### config.mk
export PLATFORM = sky130hd
export DESIGN_NAME = cpu_alu_register_execute_core
export DESIGN_NICKNAME = d
export VERILOG_FILES = /design/src/rtl/cae_pkg.sv /design/src/rtl/cae_front.sv /design/src/rtl/cae_queue.sv /design/src/rtl/cae_back.sv /design/src/rtl/cpu_alu_register_execute_core.sv
export SDC_FILE = /design/constraint.sdc
export NUM_CORES = 1
export LEC_CHECK = 0
export ABC_AREA = 1
export BUFFER_PORTS_ARGS = -buffer_cell sky130_fd_sc_hd__buf_4
export CAP_MARGIN = 20
export CORE_MARGIN = 2
export CORE_UTILIZATION = 23
export CTS_CLUSTER_SIZE = 40
export DETAILED_ROUTE_END_ITERATION = 16
export GPL_TIMING_DRIVEN = 1
export SLEW_MARGIN = 20
export SYNTH_ARGS = -nofsm -noshare
export SYNTH_HDL_FRONTEND = slang
export SYNTH_SLANG_ARGS = --single-unit
### constraint.sdc
create_clock -name clock -period 3.75 [get_ports clock]
set_input_delay 0.1875 -clock clock [delete_from_list [all_inputs] [get_ports clock]]
set_output_delay 0.1875 -clock clock [all_outputs]
set_load 0.02 [all_outputs]
### src/rtl/cae_pkg.sv
// Shared types, command codes and flag positions for the ALU and register execute core.
package cae_pkg;

   localparam int QUEUE_DEPTH = 4;
   localparam int QUEUE_PTR_W = $clog2(QUEUE_DEPTH);
   localparam int QUEUE_CNT_W = $clog2(QUEUE_DEPTH + 1);

   localparam logic [7:0] STATUS_RESET = 8'h36;

   localparam logic [2:0] FLAG_C = 3'd0;
   localparam logic [2:0] FLAG_Z = 3'd1;
   localparam logic [2:0] FLAG_I = 3'd2;
   localparam logic [2:0] FLAG_D = 3'd3;
   localparam logic [2:0] FLAG_V = 3'd6;
   localparam logic [2:0] FLAG_N = 3'd7;

   typedef enum logic [5:0] {
      CMD_ADC     = 6'd0,
      CMD_SBC     = 6'd1,
      CMD_AND     = 6'd2,
      CMD_ORA     = 6'd3,
      CMD_EOR     = 6'd4,
      CMD_CMP     = 6'd5,
      CMD_CPX     = 6'd6,
      CMD_CPY     = 6'd7,
      CMD_BIT     = 6'd8,
      CMD_ASL_A   = 6'd9,
      CMD_ASL_M   = 6'd10,
      CMD_LSR_A   = 6'd11,
      CMD_LSR_M   = 6'd12,
      CMD_ROL_A   = 6'd13,
      CMD_ROL_M   = 6'd14,
      CMD_ROR_A   = 6'd15,
      CMD_ROR_M   = 6'd16,
      CMD_INC     = 6'd17,
      CMD_DEC     = 6'd18,
      CMD_INX     = 6'd19,
      CMD_INY     = 6'd20,
      CMD_DEX     = 6'd21,
      CMD_DEY     = 6'd22,
      CMD_LDA     = 6'd23,
      CMD_LDX     = 6'd24,
      CMD_LDY     = 6'd25,
      CMD_TAX     = 6'd26,
      CMD_TAY     = 6'd27,
      CMD_TXA     = 6'd28,
      CMD_TYA     = 6'd29,
      CMD_STA     = 6'd30,
      CMD_STX     = 6'd31,
      CMD_STY     = 6'd32,
      CMD_CLC     = 6'd33,
      CMD_SEC     = 6'd34,
      CMD_CLD     = 6'd35,
      CMD_SED     = 6'd36,
      CMD_CLI     = 6'd37,
      CMD_SEI     = 6'd38,
      CMD_CLV     = 6'd39,
      CMD_PLA     = 6'd40,
      CMD_PLP     = 6'd41
   } cmd_type;

   typedef enum logic [3:0] {
      UNIT_ADD,
      UNIT_SUB,
      UNIT_AND,
      UNIT_OR,
      UNIT_XOR,
      UNIT_CMP,
      UNIT_BIT,
      UNIT_SHIFT,
      UNIT_INC,
      UNIT_DEC,
      UNIT_PASS,
      UNIT_FLAG,
      UNIT_PLP,
      UNIT_NOP
   } unit_type;

   typedef enum logic [1:0] {
      SRC_A,
      SRC_X,
      SRC_Y,
      SRC_M
   } src_type;

   typedef enum logic [2:0] {
      DST_NONE,
      DST_A,
      DST_X,
      DST_Y,
      DST_MEM
   } dst_type;

   typedef enum logic [1:0] {
      SHIFT_ASL,
      SHIFT_LSR,
      SHIFT_ROL,
      SHIFT_ROR
   } shift_type;

   typedef struct packed {
      unit_type   unit;
      src_type    src;
      dst_type    dst;
      shift_type  shift;
      logic       set_zn;
      logic [2:0] flag_sel;
      logic       flag_val;
      logic [7:0] operand;
      logic [2:0] branch_cond;
   } item_type;

endpackage

### src/rtl/cae_front.sv
// Front end: accepts requests, decodes the command and hands the decoded request to the queue.
module cae_front (
   input  logic              clock,
   input  logic              reset,
   input  logic              req_push,
   output logic              req_full,
   input  logic [5:0]        req_cmd,
   input  logic [7:0]        req_operand,
   input  logic [2:0]        req_branch_cond,
   input  logic              q_full,
   output logic              q_push,
   output cae_pkg::item_type q_item
);
   import cae_pkg::*;

   item_type dec_in;
   item_type item_ff;
   logic     valid_ff;
   logic     valid_in;
   logic     advance;

   always_comb begin
      dec_in             = '0;
      dec_in.unit        = UNIT_NOP;
      dec_in.src         = SRC_M;
      dec_in.dst         = DST_NONE;
      dec_in.shift       = SHIFT_ASL;
      dec_in.set_zn      = 1'b1;
      dec_in.flag_sel    = FLAG_C;
      dec_in.flag_val    = 1'b0;
      dec_in.operand     = req_operand;
      dec_in.branch_cond = req_branch_cond;
      case (req_cmd)
         CMD_ADC: dec_in.unit = UNIT_ADD;
         CMD_SBC: dec_in.unit = UNIT_SUB;
         CMD_AND: begin
            dec_in.unit = UNIT_AND;
            dec_in.dst  = DST_A;
         end
         CMD_ORA: begin
            dec_in.unit = UNIT_OR;
            dec_in.dst  = DST_A;
         end
         CMD_EOR: begin
            dec_in.unit = UNIT_XOR;
            dec_in.dst  = DST_A;
         end
         CMD_CMP: begin
            dec_in.unit = UNIT_CMP;
            dec_in.src  = SRC_A;
         end
         CMD_CPX: begin
            dec_in.unit = UNIT_CMP;
            dec_in.src  = SRC_X;
         end
         CMD_CPY: begin
            dec_in.unit = UNIT_CMP;
            dec_in.src  = SRC_Y;
         end
         CMD_BIT: dec_in.unit = UNIT_BIT;
         CMD_ASL_A, CMD_LSR_A, CMD_ROL_A, CMD_ROR_A: begin
            dec_in.unit = UNIT_SHIFT;
            dec_in.src  = SRC_A;
            dec_in.dst  = DST_A;
         end
         CMD_ASL_M, CMD_LSR_M, CMD_ROL_M, CMD_ROR_M: begin
            dec_in.unit = UNIT_SHIFT;
            dec_in.dst  = DST_MEM;
         end
         CMD_INC: begin
            dec_in.unit = UNIT_INC;
            dec_in.dst  = DST_MEM;
         end
         CMD_DEC: begin
            dec_in.unit = UNIT_DEC;
            dec_in.dst  = DST_MEM;
         end
         CMD_INX: begin
            dec_in.unit = UNIT_INC;
            dec_in.src  = SRC_X;
            dec_in.dst  = DST_X;
         end
         CMD_INY: begin
            dec_in.unit = UNIT_INC;
            dec_in.src  = SRC_Y;
            dec_in.dst  = DST_Y;
         end
         CMD_DEX: begin
            dec_in.unit = UNIT_DEC;
            dec_in.src  = SRC_X;
            dec_in.dst  = DST_X;
         end
         CMD_DEY: begin
            dec_in.unit = UNIT_DEC;
            dec_in.src  = SRC_Y;
            dec_in.dst  = DST_Y;
         end
         CMD_LDA, CMD_PLA: begin
            dec_in.unit = UNIT_PASS;
            dec_in.dst  = DST_A;
         end
         CMD_LDX: begin
            dec_in.unit = UNIT_PASS;
            dec_in.dst  = DST_X;
         end
         CMD_LDY: begin
            dec_in.unit = UNIT_PASS;
            dec_in.dst  = DST_Y;
         end
         CMD_TAX: begin
            dec_in.unit = UNIT_PASS;
            dec_in.src  = SRC_A;
            dec_in.dst  = DST_X;
         end
         CMD_TAY: begin
            dec_in.unit = UNIT_PASS;
            dec_in.src  = SRC_A;
            dec_in.dst  = DST_Y;
         end
         CMD_TXA: begin
            dec_in.unit = UNIT_PASS;
            dec_in.src  = SRC_X;
            dec_in.dst  = DST_A;
         end
         CMD_TYA: begin
            dec_in.unit = UNIT_PASS;
            dec_in.src  = SRC_Y;
            dec_in.dst  = DST_A;
         end
         CMD_STA: begin
            dec_in.unit   = UNIT_PASS;
            dec_in.src    = SRC_A;
            dec_in.dst    = DST_MEM;
            dec_in.set_zn = 1'b0;
         end
         CMD_STX: begin
            dec_in.unit   = UNIT_PASS;
            dec_in.src    = SRC_X;
            dec_in.dst    = DST_MEM;
            dec_in.set_zn = 1'b0;
         end
         CMD_STY: begin
            dec_in.unit   = UNIT_PASS;
            dec_in.src    = SRC_Y;
            dec_in.dst    = DST_MEM;
            dec_in.set_zn = 1'b0;
         end
         CMD_CLC: dec_in.unit = UNIT_FLAG;
         CMD_SEC: begin
            dec_in.unit     = UNIT_FLAG;
            dec_in.flag_val = 1'b1;
         end
         CMD_CLD: begin
            dec_in.unit     = UNIT_FLAG;
            dec_in.flag_sel = FLAG_D;
         end
         CMD_SED: begin
            dec_in.unit     = UNIT_FLAG;
            dec_in.flag_sel = FLAG_D;
            dec_in.flag_val = 1'b1;
         end
         CMD_CLI: begin
            dec_in.unit     = UNIT_FLAG;
            dec_in.flag_sel = FLAG_I;
         end
         CMD_SEI: begin
            dec_in.unit     = UNIT_FLAG;
            dec_in.flag_sel = FLAG_I;
            dec_in.flag_val = 1'b1;
         end
         CMD_CLV: begin
            dec_in.unit     = UNIT_FLAG;
            dec_in.flag_sel = FLAG_V;
         end
         CMD_PLP: dec_in.unit = UNIT_PLP;
         default: dec_in.unit = UNIT_NOP;
      endcase
      case (req_cmd)
         CMD_LSR_A, CMD_LSR_M: dec_in.shift = SHIFT_LSR;
         CMD_ROL_A, CMD_ROL_M: dec_in.shift = SHIFT_ROL;
         CMD_ROR_A, CMD_ROR_M: dec_in.shift = SHIFT_ROR;
         default:              dec_in.shift = SHIFT_ASL;
      endcase
   end

   assign q_push   = valid_ff && !q_full;
   assign req_full = valid_ff && q_full;
   assign advance  = req_push && !req_full;
   assign valid_in = advance || (valid_ff && q_full);

   always_ff @(posedge clock) begin
      if (reset) begin
         valid_ff <= 1'b0;
      end else begin
         valid_ff <= valid_in;
      end
   end

   always_ff @(posedge clock) begin
      if (advance) begin
         item_ff <= dec_in;
      end
   end

   assign q_item = item_ff;

endmodule

### src/rtl/cae_queue.sv
// Short queue of decoded requests between the front end and the execute stage.
module cae_queue (
   input  logic              clock,
   input  logic              reset,
   input  logic              push,
   input  cae_pkg::item_type push_item,
   output logic              full,
   input  logic              pop,
   output cae_pkg::item_type pop_item,
   output logic              empty
);
   import cae_pkg::*;

   item_type                 slot_ff [QUEUE_DEPTH];
   logic [QUEUE_PTR_W-1:0]   wr_ptr_ff;
   logic [QUEUE_PTR_W-1:0]   rd_ptr_ff;
   logic [QUEUE_CNT_W-1:0]   count_ff;
   logic [QUEUE_PTR_W-1:0]   wr_ptr_in;
   logic [QUEUE_PTR_W-1:0]   rd_ptr_in;
   logic [QUEUE_CNT_W-1:0]   count_in;
   logic                     do_push;
   logic                     do_pop;

   assign full     = count_ff == QUEUE_CNT_W'(QUEUE_DEPTH);
   assign empty    = count_ff == '0;
   assign do_push  = push && !full;
   assign do_pop   = pop && !empty;
   assign pop_item = slot_ff[rd_ptr_ff];

   always_comb begin
      wr_ptr_in = wr_ptr_ff;
      rd_ptr_in = rd_ptr_ff;
      count_in  = count_ff;
      if (do_push) begin
         wr_ptr_in = (wr_ptr_ff == QUEUE_PTR_W'(QUEUE_DEPTH - 1)) ? '0
                   : wr_ptr_ff + QUEUE_PTR_W'(1);
      end
      if (do_pop) begin
         rd_ptr_in = (rd_ptr_ff == QUEUE_PTR_W'(QUEUE_DEPTH - 1)) ? '0
                   : rd_ptr_ff + QUEUE_PTR_W'(1);
      end
      if (do_push && !do_pop) begin
         count_in = count_ff + QUEUE_CNT_W'(1);
      end else if (do_pop && !do_push) begin
         count_in = count_ff - QUEUE_CNT_W'(1);
      end
   end

   always_ff @(posedge clock) begin
      if (reset) begin
         wr_ptr_ff <= '0;
         rd_ptr_ff <= '0;
         count_ff  <= '0;
      end else begin
         wr_ptr_ff <= wr_ptr_in;
         rd_ptr_ff <= rd_ptr_in;
         count_ff  <= count_in;
      end
   end

   always_ff @(posedge clock) begin
      if (do_push) begin
         slot_ff[wr_ptr_ff] <= push_item;
      end
   end

endmodule

### src/rtl/cae_back.sv
// Execute stage: holds A, X, Y and status, runs one decoded request and registers the response.
module cae_back (
   input  logic              clock,
   input  logic              reset,
   input  logic              q_empty,
   input  cae_pkg::item_type q_item,
   output logic              q_pop,
   output logic              rsp_empty,
   input  logic              rsp_pop,
   output logic [7:0]        rsp_acc_out,
   output logic [7:0]        rsp_x_out,
   output logic [7:0]        rsp_y_out,
   output logic [7:0]        rsp_status_out,
   output logic              rsp_mem_write,
   output logic [7:0]        rsp_mem_data,
   output logic              rsp_branch_taken
);
   import cae_pkg::*;

   logic [7:0] acc_ff, x_ff, y_ff, status_ff;
   logic [7:0] acc_in, x_in, y_in, status_in;
   logic       out_valid_ff, out_valid_in;
   logic       mem_write_ff, mem_write_in;
   logic [7:0] mem_data_ff, mem_data_in;
   logic       taken_ff, taken_in;
   logic       fire;

   logic [7:0] m;
   logic [7:0] src_val;
   logic [7:0] res;
   logic       do_zn;
   logic       carry;
   logic       dec_mode;
   logic [8:0] bin_sum;
   logic [4:0] lo_sum;
   logic [9:0] dsum1, dsum2;
   logic [9:0] diff;
   logic       lo_borrow;
   logic [9:0] ddiff1, ddiff2;
   logic [8:0] cmp_diff;
   logic       flag_set;

   assign fire         = !q_empty && (!out_valid_ff || rsp_pop);
   assign q_pop        = fire;
   assign out_valid_in = fire || (out_valid_ff && !rsp_pop);
   assign m            = q_item.operand;
   assign carry        = status_ff[FLAG_C];
   assign dec_mode     = status_ff[FLAG_D];

   always_comb begin
      case (q_item.src)
         SRC_A:   src_val = acc_ff;
         SRC_X:   src_val = x_ff;
         SRC_Y:   src_val = y_ff;
         default: src_val = m;
      endcase
   end

   always_comb begin
      bin_sum = {1'b0, acc_ff} + {1'b0, m} + {8'd0, carry};
      lo_sum  = {1'b0, acc_ff[3:0]} + {1'b0, m[3:0]} + {4'd0, carry};
      dsum1   = (dec_mode && lo_sum > 5'd9) ? {1'b0, bin_sum} + 10'h006 : {1'b0, bin_sum};
      dsum2   = (dec_mode && dsum1 > 10'h099) ? dsum1 + 10'h060 : dsum1;

      diff      = {2'b00, acc_ff} - {2'b00, m} - {9'd0, !carry};
      lo_borrow = {1'b0, acc_ff[3:0]} < ({1'b0, m[3:0]} + {4'd0, !carry});
      ddiff1    = (dec_mode && lo_borrow) ? diff - 10'h006 : diff;
      ddiff2    = (dec_mode && (ddiff1[9] || ddiff1[8:0] > 9'h099))
                ? ddiff1 - 10'h060 : ddiff1;

      cmp_diff = {1'b0, src_val} - {1'b0, m};
   end

   always_comb begin
      case (q_item.branch_cond[2:1])
         2'd0:    flag_set = status_ff[FLAG_C];
         2'd1:    flag_set = status_ff[FLAG_Z];
         2'd2:    flag_set = status_ff[FLAG_N];
         default: flag_set = status_ff[FLAG_V];
      endcase
      taken_in = q_item.branch_cond[0] ? flag_set : !flag_set;
   end

   always_comb begin
      acc_in       = acc_ff;
      x_in         = x_ff;
      y_in         = y_ff;
      status_in    = status_ff;
      mem_write_in = 1'b0;
      mem_data_in  = 8'd0;
      res          = src_val;
      do_zn        = 1'b0;
      case (q_item.unit)
         UNIT_ADD: begin
            res               = bin_sum[7:0];
            do_zn             = 1'b1;
            status_in[FLAG_V] = (acc_ff[7] ^ bin_sum[7]) & (acc_ff[7] ^ m[7]);
            status_in[FLAG_C] = |dsum2[9:8];
            acc_in            = dsum2[7:0];
         end
         UNIT_SUB: begin
            res               = diff[7:0];
            do_zn             = 1'b1;
            status_in[FLAG_V] = (acc_ff[7] ^ diff[7]) & (acc_ff[7] ^ m[7]);
            status_in[FLAG_C] = !ddiff2[9];
            acc_in            = ddiff2[7:0];
         end
         UNIT_AND: begin
            res   = acc_ff & m;
            do_zn = 1'b1;
         end
         UNIT_OR: begin
            res   = acc_ff | m;
            do_zn = 1'b1;
         end
         UNIT_XOR: begin
            res   = acc_ff ^ m;
            do_zn = 1'b1;
         end
         UNIT_CMP: begin
            res               = cmp_diff[7:0];
            do_zn             = 1'b1;
            status_in[FLAG_C] = !cmp_diff[8];
         end
         UNIT_BIT: begin
            status_in[FLAG_Z] = (acc_ff & m) == 8'd0;
            status_in[FLAG_N] = m[7];
            status_in[FLAG_V] = m[6];
         end
         UNIT_SHIFT: begin
            do_zn = 1'b1;
            case (q_item.shift)
               SHIFT_ASL: begin
                  status_in[FLAG_C] = src_val[7];
                  res               = {src_val[6:0], 1'b0};
               end
               SHIFT_LSR: begin
                  status_in[FLAG_C] = src_val[0];
                  res               = {1'b0, src_val[7:1]};
               end
               SHIFT_ROL: begin
                  status_in[FLAG_C] = src_val[7];
                  res               = {src_val[6:0], carry};
               end
               default: begin
                  status_in[FLAG_C] = src_val[0];
                  res               = {carry, src_val[7:1]};
               end
            endcase
         end
         UNIT_INC: begin
            res   = src_val + 8'd1;
            do_zn = 1'b1;
         end
         UNIT_DEC: begin
            res   = src_val - 8'd1;
            do_zn = 1'b1;
         end
         UNIT_PASS: begin
            res   = src_val;
            do_zn = q_item.set_zn;
         end
         UNIT_FLAG: status_in[q_item.flag_sel] = q_item.flag_val;
         UNIT_PLP:  status_in = m;
         default:   res = src_val;
      endcase
      if (do_zn) begin
         status_in[FLAG_Z] = res == 8'd0;
         status_in[FLAG_N] = res[7];
      end
      case (q_item.dst)
         DST_A: acc_in = res;
         DST_X: x_in   = res;
         DST_Y: y_in   = res;
         DST_MEM: begin
            mem_write_in = 1'b1;
            mem_data_in  = res;
         end
         default: mem_write_in = 1'b0;
      endcase
   end

   always_ff @(posedge clock) begin
      if (reset) begin
         acc_ff       <= 8'd0;
         x_ff         <= 8'd0;
         y_ff         <= 8'd0;
         status_ff    <= STATUS_RESET;
         out_valid_ff <= 1'b0;
      end else begin
         out_valid_ff <= out_valid_in;
         if (fire) begin
            acc_ff    <= acc_in;
            x_ff      <= x_in;
            y_ff      <= y_in;
            status_ff <= status_in;
         end
      end
   end

   always_ff @(posedge clock) begin
      if (fire) begin
         mem_write_ff <= mem_write_in;
         mem_data_ff  <= mem_data_in;
         taken_ff     <= taken_in;
      end
   end

   assign rsp_empty        = !out_valid_ff;
   assign rsp_acc_out      = acc_ff;
   assign rsp_x_out        = x_ff;
   assign rsp_y_out        = y_ff;
   assign rsp_status_out   = status_ff;
   assign rsp_mem_write    = mem_write_ff;
   assign rsp_mem_data     = mem_data_ff;
   assign rsp_branch_taken = taken_ff;

endmodule

### src/rtl/cpu_alu_register_execute_core.sv
// Top level of the eight-bit ALU and register execute core.
// Takes one request per clock while full is low and returns one response per request, in
// order. A request passes the decode register, a four-entry queue and the execute stage,
// whose output register holds the response. The sustained rate is one request per cycle
// while responses are popped, as the execute stage updates A, X, Y and status for each
// request in turn and takes a new request as soon as its held response is popped.
// Stalls on the response side fill the queue before full is raised.
module cpu_alu_register_execute_core (
   input  logic       clock,
   input  logic       reset,
   input  logic       req_push,
   output logic       req_full,
   input  logic [5:0] req_cmd,
   input  logic [7:0] req_operand,
   input  logic [2:0] req_branch_cond,
   output logic       rsp_empty,
   input  logic       rsp_pop,
   output logic [7:0] rsp_acc_out,
   output logic [7:0] rsp_x_out,
   output logic [7:0] rsp_y_out,
   output logic [7:0] rsp_status_out,
   output logic       rsp_mem_write,
   output logic [7:0] rsp_mem_data,
   output logic       rsp_branch_taken
);
   import cae_pkg::*;

   item_type front_item;
   item_type back_item;
   logic     q_push;
   logic     q_full;
   logic     q_pop;
   logic     q_empty;

   cae_front u_front (
      .clock           (clock),
      .reset           (reset),
      .req_push        (req_push),
      .req_full        (req_full),
      .req_cmd         (req_cmd),
      .req_operand     (req_operand),
      .req_branch_cond (req_branch_cond),
      .q_full          (q_full),
      .q_push          (q_push),
      .q_item          (front_item)
   );

   cae_queue u_queue (
      .clock     (clock),
      .reset     (reset),
      .push      (q_push),
      .push_item (front_item),
      .full      (q_full),
      .pop       (q_pop),
      .pop_item  (back_item),
      .empty     (q_empty)
   );

   cae_back u_back (
      .clock            (clock),
      .reset            (reset),
      .q_empty          (q_empty),
      .q_item           (back_item),
      .q_pop            (q_pop),
      .rsp_empty        (rsp_empty),
      .rsp_pop          (rsp_pop),
      .rsp_acc_out      (rsp_acc_out),
      .rsp_x_out        (rsp_x_out),
      .rsp_y_out        (rsp_y_out),
      .rsp_status_out   (rsp_status_out),
      .rsp_mem_write    (rsp_mem_write),
      .rsp_mem_data     (rsp_mem_data),
      .rsp_branch_taken (rsp_branch_taken)
   );

endmodule

Yosys cells after proc, flatten, opt, wreduce, memory -nomap -nowiden. Memories as Yosys holds them, arrays and structs flattened. A register that Yosys moved wholly into a read port is not among the register bits. Cells that the tools add are included.

Register bits after elaboration: 78. RAM bits: 108. Output and inout port bits: 44. Word-level logic and storage cells: 239. Memories: 1.

Add/sub/neg operators: 18. Order comparisons: 6. Equal/unequal tests: 66. Multiplexer cells: 39. Bitwise gates (word level): 8. Reductions and logical operators: 76.

Memories: u_queue.slot_ff (words 4, bits a word 27, rd ports 1, clocked after Yosys merged registers in 1, wr ports 1, RTL line cae_queue.sv:14) `item_type slot_ff [QUEUE_DEPTH];`.

Operators with widths (number): == test 6 x 5 -> 1 bit (second input constant) (16); case mux 8 bit (9 select lines) (1); == test 6 bit (second input constant) (10); case mux 4 bit (13 select lines) (1); == test 6 x 4 -> 1 bit (second input constant) (8); case mux 8 bit (3 select lines) (2); 2-to-1 mux 10 bit (4); == test 6 x 3 -> 1 bit (second input constant) (4); OR reduction 11 bit (2); == test 4 bit (second input constant) (5); OR reduction 9 bit (2); subtractor 8 x 8 -> 9 bit (2); == test 4 x 3 -> 1 bit (second input constant) (4); zero test 8 bit (2); case mux 8 bit (2 select lines) (1); AND reduction 2 bit (8); OR reduction 2 bit (8); OR reduction 8 bit (2); OR reduction 3 bit (5); logical AND 1 bit (14); == test 6 x 2 -> 1 bit (second input constant) (2); case mux 2 bit (3 select lines) (2); case mux 3 bit (4 select lines) (1); zero test 1 bit (11); other kinds (58) (96).

Depth between registers and ports, before layout. Gate-level depths: netlist of the first run.

Word-level depth: 11. Depth in mapped cells: 36.

By module. Synthesis of the first run repeated with hierarchy kept, for this count alone.

Cells, all modules: 1446. Area, all modules: 11723.7 um^2.

Modules (own cells, without submodules): cae_back (times used 1, cells each 945, area each 5710.5 um^2, sequential area each 960.9 um^2); cae_queue (times used 1, cells each 332, area each 4556.9 um^2, sequential area each 3423.3 um^2); cae_front (times used 1, cells each 169, area each 1456.4 um^2, sequential area each 830.8 um^2).

Worst setup path before layout of the first run. No wires, ideal clock.

Path type: flip-flop to flip-flop. Start point: register (tool-made name). End point: register u_back.acc_ff[7] (netlist: u_back.rsp_acc_out[7]). Data arrival time: 3825 ps. Slack: -207 ps. Cell stages (with the launch flop): 28. Path buffers: 3. Period minus slack after synthesis: 3957 ps. Cells stage by stage: dfxtp_1 -> buf_6 -> inv_8 -> buf_6 -> buf_2 -> nand2_1 -> a32oi_1 -> fa_1 -> inv_1 -> fa_1 -> nand2_2 -> nand2_2 -> ha_1 -> o21ai_1 -> nand2_2 -> nand2_2 -> nand2_4 -> nor2_1 -> nand2_2 -> xor2_2 -> ha_1 -> xor2_1 -> nand3_1 -> nand2_1 -> a21oi_1 -> nand2_1 -> nand2_1 -> a21oi_2.

RTL lines: to (signal assigned) (RTL line cae_back.sv:193) `acc_ff <= acc_in;`; to (decl) (RTL line cae_back.sv:20) `logic [7:0] acc_ff, x_ff, y_ff, status_ff;`.

==> results of run 1 <==
-- what timing repair did --
action / in CTS / in global routing
hold buffers: 12 / 0
buffers inserted: 17 / 17
cloned: 0 / 2
pin swaps: 24 / 78
setup endpoints to repair: 12 / 21
endpoints found under the hold margin: 12 / 0
gates resized for setup: 51 / 118
-- logic make-up after synthesis --
logic type	after synthesis
DFF	188
adders and majority gates	62
buffers and inverters	232
AOI/OAI and AO/OA	259
muxes	1
xor gates and xnor gates	16
and+or+nand+nor	671
-- worst min-delay path by stage --
| stage | endpoint | depth (start not counted) | slack, ns | from |
|---|---|---|---|---|
| after floorplan | u_front.q_item[0] | 0 | 0.29 | req_branch_cond[0] |
| after global placement | u_front.q_item[10] | 1 | 0.37 | req_operand[7] |
| after detailed placement | u_front.q_item[10] | 1 | 0.37 | req_operand[7] |
| after CTS | u_back.rsp_acc_out[5] | 2 | 0.08 | reset |
| after global routing | u_back.rsp_acc_out[7] | 2 | 0.08 | reset |
| final | u_back.rsp_acc_out[5] | 2 | 0.09 | reset |
-- cell type report --
cell class | count | area [um^2]
fill | 5346 | 35200
clock inverter | 15 | 183
multi-input combinational | 1009 | 6360
clock buffer | 17 | 425
timing repair buffer | 294 | 2370
inverter | 197 | 769
tap | 680 | 851
sequential | 188 | 5220
-- metrics by stage --
stage          area (um^2)  worst slack (ns)  setup TNS [ns]
5_1_grt              16200            -0.282           -2.23
6_report             16200           -0.0894          -0.243
4_1_cts              15500          -0.00457        -0.00805
3_3_place_gp         14500            -0.213          -0.361
3_5_place_dp         14500            -0.323          -0.963
2_1_floorplan        12000            0.0157               0
-- placed cells by master, fill, tap and decap left out, types with 12 or more instances in the layout --
cell type,netlist,layout
clkbuf_16,0,19
o21ai_0,73,64
nor2_1,140,127
nand2_2,35,63
nand2_4,7,17
nand4_1,23,23
a21oi_1,81,67
nor3_1,17,16
buf_4,10,262
nand3_1,88,79
ha_1,56,42
nand2_1,303,265
nor2_2,11,23
buf_6,8,15
nand3_2,12,17
edfxtp_1,145,145
inv_2,27,35
a21oi_2,5,15
o21ai_1,13,18
inv_1,161,149
o211ai_1,13,13
dfxtp_1,43,41
dlygate4sd3_1,0,12
-- flip-flops by register name, indices dropped and copies added (netlist names), named ones only --
| register | count |
|---|---|
| u_back.rsp_y_out | 8 |
| u_back.rsp_branch_taken | 1 |
| u_back.out_valid_ff | 1 |
| u_back.rsp_x_out | 8 |
| u_back.rsp_status_out | 8 |
| u_front.valid_ff | 1 |
| u_back.rsp_acc_out | 8 |
| u_front.q_item | 27 |
| u_back.rsp_mem_data | 8 |
| u_queue.count_ff | 3 |
| u_queue.rd_ptr_ff | 2 |
| u_queue.wr_ptr_ff | 2 |
| u_back.rsp_mem_write | 1 |
| u_queue.slot_ff | 108 |
-- per-layer routing --
| metal | up-vias | GRT usage, % | wire [um] |
|---|---|---|---|
| li1 | 5405 | - | - |
| met3 | 64 | 2.82 | 2300 |
| met2 | 327 | 24.4 | 19300 |
| met5 | - | 0 | 0 |
| met1 | 5264 | 18.9 | 17800 |
| met4 | 0 | 4.61 | 1140 |
-- worst reg2reg max path, cell delays in order, from the launching register on --
cell and delay [ns]:
dfxtp_4 0.40, buf_6 0.13, a21oi_4 0.14, a32oi_4 0.08
buf_6 0.15, fa_2 0.36, inv_2 0.06, fa_2 0.50
ha_4 0.21, o21ai_2 0.14, nand2_2 0.09, nand2_2 0.09
nand2_4 0.09, buf_6 0.15, nand2_2 0.05, nand2_2 0.05
or2_0 0.20, nor2_1 0.09, nand3_1 0.09, nand3_2 0.11
buf_6 0.11, nand3_1 0.05, nand2_1 0.07, nor2_1 0.04
nor2_1 0.11, nand2_2 0.06, nand2_2 0.07, a21oi_2 0.05
==> results.py, run 1 <==
metrics = {
    "outcome": {
        "status": "complete, but fails checks",
        "violations": "negative setup slack",
    },
    "global_route": {
        "first_global_vias": 10400,
        "grt_overflow": 0,
        "grt_max_degree": 30,
        "antenna_found_initial": 0,
        "gr-usage-all-layers_pct": 14.6,
        "grt_pass1_wl_mm": 60.0,
    },
    "critical_path": {
        "worst-path-stages": 27,
        "cp_max_fo": 7,
        "max_stage_delay_ns": 0.50,
        "crit_buf_inv": 5,
        "crit_family": "simple AND/OR/NAND/NOR gates",
        "crit_top_cell": "nand2_2",
        "cp.arrival_ns": 4.18,
        "critPathKind": "reg2reg",
        "reg2reg_to": "u_back.rsp_acc_out[5]",
        "r2r_slack_ns": -0.09,
        "worstPathRequired_ns": 4.09,
        "endpoint": "u_back.rsp_acc_out[5]",
        "slowest_stage": "fa_2",
        "r2r_cells": 27,
        "crit_path_end_kind": "register",
        "worstSetupStartpointType": "register",
    },
    "logic_synthesis": {
        "yosys_most_used_dff": "edfxtp_1",
        "ys_async_sr_fraction_pct": 0,
        "ys_ff_latch": 188,
        "yosysMostFrequentCell": "nand2_1",
        "synth_cell_types": 65,
        "ys_warn_count": 0,
        "synth_compound_area_share_pct": 13.8,
        "synth-seq-area-share_pct": 43.6,
        "synth_top_family_by_area": "simple AND/OR/NAND/NOR gates",
        "syn_nets": 1512,
        "synth_area_leaders": "edfxtp_1 (36%), nand2_1 (9.5%), dfxtp_1 (7.2%)",
        "synthAdderAreaFrac_pct": 6.86,
        "synth_area_per_cell_um2": 8.37,
        "syn_inst": 1429,
        "synthMuxAreaShare_pct": 0.0837,
        "synth_edf_count": 145,
        "yosysTopAreaCellShare_pct": 36.4,
        "synth_xor_area_share_pct": 1.36,
        "yosys.area_share.simple_pct": 25.9,
        "synth_common_cells": "nand2_1 (303), inv_1 (161), edfxtp_1 (145)",
        "syn-cell-area_mm2": 0.0120,
        "yosys.area.top_type": "edfxtp_1",
    },
    "timing": {
        "grt_setup_unrepaired": "true",
        "hold_viol_final": 0,
        "fmax_mhz": 260,
        "min_period_ns": 3.84,
        "worst_clock_skew_ns": 0.0218,
        "setup_viol": 5,
        "fin_ws_ns": -0.0894,
        "slew_violations": 0,
        "worst_pin_slew_ns": 0.653,
        "timing.final.crit_share_pct": 102,
        "holdWs_ns": 0.0879,
        "max_slew_margin_pct": 55.9,
    },
    "finish": {
        "n_antenna_cell": 0,
        "area_growth_pct": 35.2,
        "layout-drive-gt1-share_pct": 32.8,
        "fin_cells": 2400,
        "fin_util_pct": 31.5,
        "nets": 1790,
    },
    "drt": {
        "routed_via_density": 4.61,
        "ant_nets": 0,
        "drt-pass1-iter-count": 6,
        "route.final.wire_length_mm": 40.5,
        "drc": 0,
        "routedWlPerCell_um": 16.9,
        "num_vias": 11100,
        "drt_iter0_drc": 859,
    },
    "clock_tree": {
        "insertion_delay_ns": 0.46,
        "cts_buffers": 17,
        "clockBufferDepth": 2,
        "path_clk_slew_ns": 0.08,
        "cts_tree": "built",
        "cts_sinks": 188,
        "clock-root-buffer": "clkbuf_16",
        "htree_levels": 4,
    },
    "floorplanning": {
        "pin_count": 65,
        "dieArea_mm2": 0.0539,
        "start_util_pct": 23.3,
        "floorplan.rows": 83,
        "die_h_um": 232,
        "die_w_um": 232,
        "core_area_mm2": 0.0514,
    },
    "placement": {
        "post-dp-hpwl_mm": 30.9,
        "portBuffers": 64,
        "dp.cells": 2320,
        "place_congestion": 0.956,
    },
    "worst_hold_path": {
        "hold_class": "in2reg",
    },
    "job": {
        "drv_cap": 0,
    },
}
Power of run 1 is left out: the tool's default activity adds up to more than one toggle a clock period on the data nets, which glitch-free logic cannot reach.
==> inputs of run 2 (changes only) <==
- ABC_AREA: 1 -> not set
- CORE_UTILIZATION: 23 -> 36
- CTS_CLUSTER_DIAMETER: not set -> 40
==> results.py, run 2 <==
metrics = {
    "outcome": {
        "status": "complete, but fails checks",
        "violations": "negative setup slack",
    },
    "clock_tree": {
        "cts_buffers": 17,
        "clockBufferDepth": 2,
        "cts_sinks": 188,
        "htree_levels": 4,
        "clock-root-buffer": "clkbuf_16",
        "path_clk_slew_ns": 0.08,
        "insertion_delay_ns": 0.44,
        "cts_tree": "built",
    },
    "logic_synthesis": {
        "yosysMostFrequentCell": "edfxtp_1",
        "yosys.area.top_type": "edfxtp_1",
        "ys_warn_count": 0,
        "synth_cell_types": 94,
        "synth_edf_count": 145,
        "syn_nets": 1177,
        "synth_area_per_cell_um2": 10.6,
        "synth_common_cells": "edfxtp_1 (145), nor2_1 (112), nand2_1 (86)",
        "syn-cell-area_mm2": 0.0116,
        "yosys_most_used_dff": "edfxtp_1",
        "ys_ff_latch": 188,
        "ys_async_sr_fraction_pct": 0,
        "syn_inst": 1094,
        "synth_area_leaders": "edfxtp_1 (38%), dfxtp_1 (7.4%), ha_1 (6.0%)",
        "yosysTopAreaCellShare_pct": 37.5,
        "synth-seq-area-share_pct": 44.9,
    },
    "drt": {
        "drt-pass1-iter-count": 5,
        "wl_met3_mm": 1.48,
        "routed_via_density": 5.53,
        "wl_met2_mm": 18.0,
        "drt_iter0_drc": 797,
        "route.final.wire_length_mm": 36.9,
        "routedWlPerCell_um": 20.4,
        "num_vias": 10000,
        "ant_nets": 0,
        "drc": 0,
        "wl_met1_mm": 15.9,
        "top_layer": "met4",
    },
    "timing": {
        "worst_clock_skew_ns": 0.0146,
        "holdWs_ns": 0.0110,
        "min_period_ns": 4.30,
        "hold_viol_final": 0,
        "timing.final.crit_share_pct": 115,
        "fin_ws_ns": -0.550,
        "fmax_mhz": 233,
        "grt_setup_unrepaired": "true",
        "setup_viol": 24,
        "max_slew_margin_pct": 36.3,
        "finalSetupTns_ns": -7.47,
        "slew_violations": 0,
        "worst_pin_slew_ns": 0.956,
    },
    "finish": {
        "regMostFlops": "u_queue.slot_ff",
        "fin_util_pct": 49.7,
        "layout-drive-gt1-share_pct": 36.0,
        "nFillCells": 2849,
        "area_growth_pct": 35.4,
        "n_antenna_cell": 0,
        "layout_common_cells": "buf_4 (310), edfxtp_1 (145), nor2_1 (107)",
        "fin_cells": 1814,
        "largest_reg_flops": 108,
        "nets": 1482,
        "final_common_cell": "buf_4",
    },
    "critical_path": {
        "max_stage_delay_ns": 0.58,
        "reg2reg_to": "u_back.rsp_acc_out[6]",
        "crit_path_end_kind": "register",
        "critPathKind": "reg2reg",
        "crit_buf_inv": 5,
        "crit_top_cell": "buf_4",
        "worstSetupStartpointType": "register",
        "cp.arrival_ns": 4.69,
        "crit_family": "multiplexers",
        "r2r_cells": 17,
        "slowest_stage": "mux4_2",
        "worstPathRequired_ns": 4.14,
        "r2r_slack_ns": -0.55,
        "cp_max_fo": 5,
        "crit_path_cell_trace": "buf_12 > mux4_2 > buf_12 > fa_2 > xnor2_4 > buf_4 > xor2_4 > buf_4 > buf_4 > nor2_1 > xnor2_1 > mux2_2 > a21oi_1 > o211a_1 > a211oi_4 > or4b_1 > nand3_1",
    },
    "worst_hold_path": {
        "min_path_cells": 4,
        "hold_class": "in2reg",
        "min_to": "u_back.out_valid_ff",
        "hp-start": "rsp_pop",
    },
    "global_route": {
        "antenna_found_initial": 0,
        "grt_pass1_wl_mm": 56.8,
        "gr-usage-all-layers_pct": 22.1,
        "first_global_vias": 9984,
        "grt_overflow": 0,
        "grt_max_degree": 42,
    },
    "floorplanning": {
        "start_util_pct": 36.7,
        "pin_count": 65,
        "core_area_mm2": 0.0316,
        "die_h_um": 184,
        "dieArea_mm2": 0.0337,
        "floorplan.rows": 65,
        "die_w_um": 184,
    },
    "placement": {
        "place_congestion": 0.946,
        "dp.cells": 1740,
        "post-dp-hpwl_mm": 27.8,
        "portBuffers": 64,
    },
    "job": {
        "drv_cap": 0,
    },
}
run 2: what timing repair did:
item	CTS	global route
buffers inserted	22	8
hold endpoints to repair	12	0
pin swaps	34	13
setup endpoints to repair	29	27
hold buffers	12	0
resized for setup	61	38
gates cloned	0	0
run 2: worst min-delay path: cells and delay by family:
family          cells  cell delay, ns
buf+inv             2            0.11
simple gates        1            0.06
compound gates      1            0.05
run 2: area by class of cell:
type / instances / area [um^2] / share of cell area (%)
clock buffer: 18 / 429 / 2.73
multi-input combinational: 801 / 6580 / 41.9
inverter: 57 / 215 / 1.37
sequential: 188 / 5220 / 33.2
tap: 402 / 503 / 3.20
clock inverter: 14 / 151 / 0.963
timing repair buffer: 334 / 2620 / 16.7
run 2: per-stage QoR:
stage | cell area [um^2] | worst slack [ns]
2_1_floorplan | 11800 | -0.665
3_3_place_gp | 14300 | -0.703
3_5_place_dp | 14300 | -0.792
4_1_cts | 15500 | -0.524
5_1_grt | 15700 | -0.695
6_report | 15700 | -0.550
run 2: kinds of logic after synthesis:
group                    after synthesis  share of synthesized area [%]
AO/OA/AOI/OAI                        277                           16.4
XOR/XNOR                              47                           3.89
adder cells (fa/ha/maj)               62                           7.07
buffers and inverters                105                           3.85
flip-flops                           188                           44.9
multiplexers                          70                           9.48
AND/OR/NAND/NOR                      345                           14.4
run 2: how the worst max path moves through the flow:
stage | startpoint | to | slack [ns] | cells after the start
floorplan | register | u_back.rsp_acc_out[5] | -0.67 | 15
global placement | register | u_back.rsp_acc_out[5] | -0.70 | 13
detailed placement | register | u_back.rsp_acc_out[5] | -0.79 | 13
CTS | register | u_back.rsp_acc_out[6] | -0.52 | 14
global route | register | u_back.rsp_acc_out[6] | -0.69 | 18
finish | register | u_back.rsp_acc_out[6] | -0.55 | 17
run 2: per-layer routing:
layer / vias to the layer above / global-route usage, %
met5: - / 0
met4: 0 / 9.44
met3: 80 / 3.11
met2: 304 / 37.6
met1: 4927 / 28.2
li1: 4729 / -
Power of run 2 is left out for the same reason.
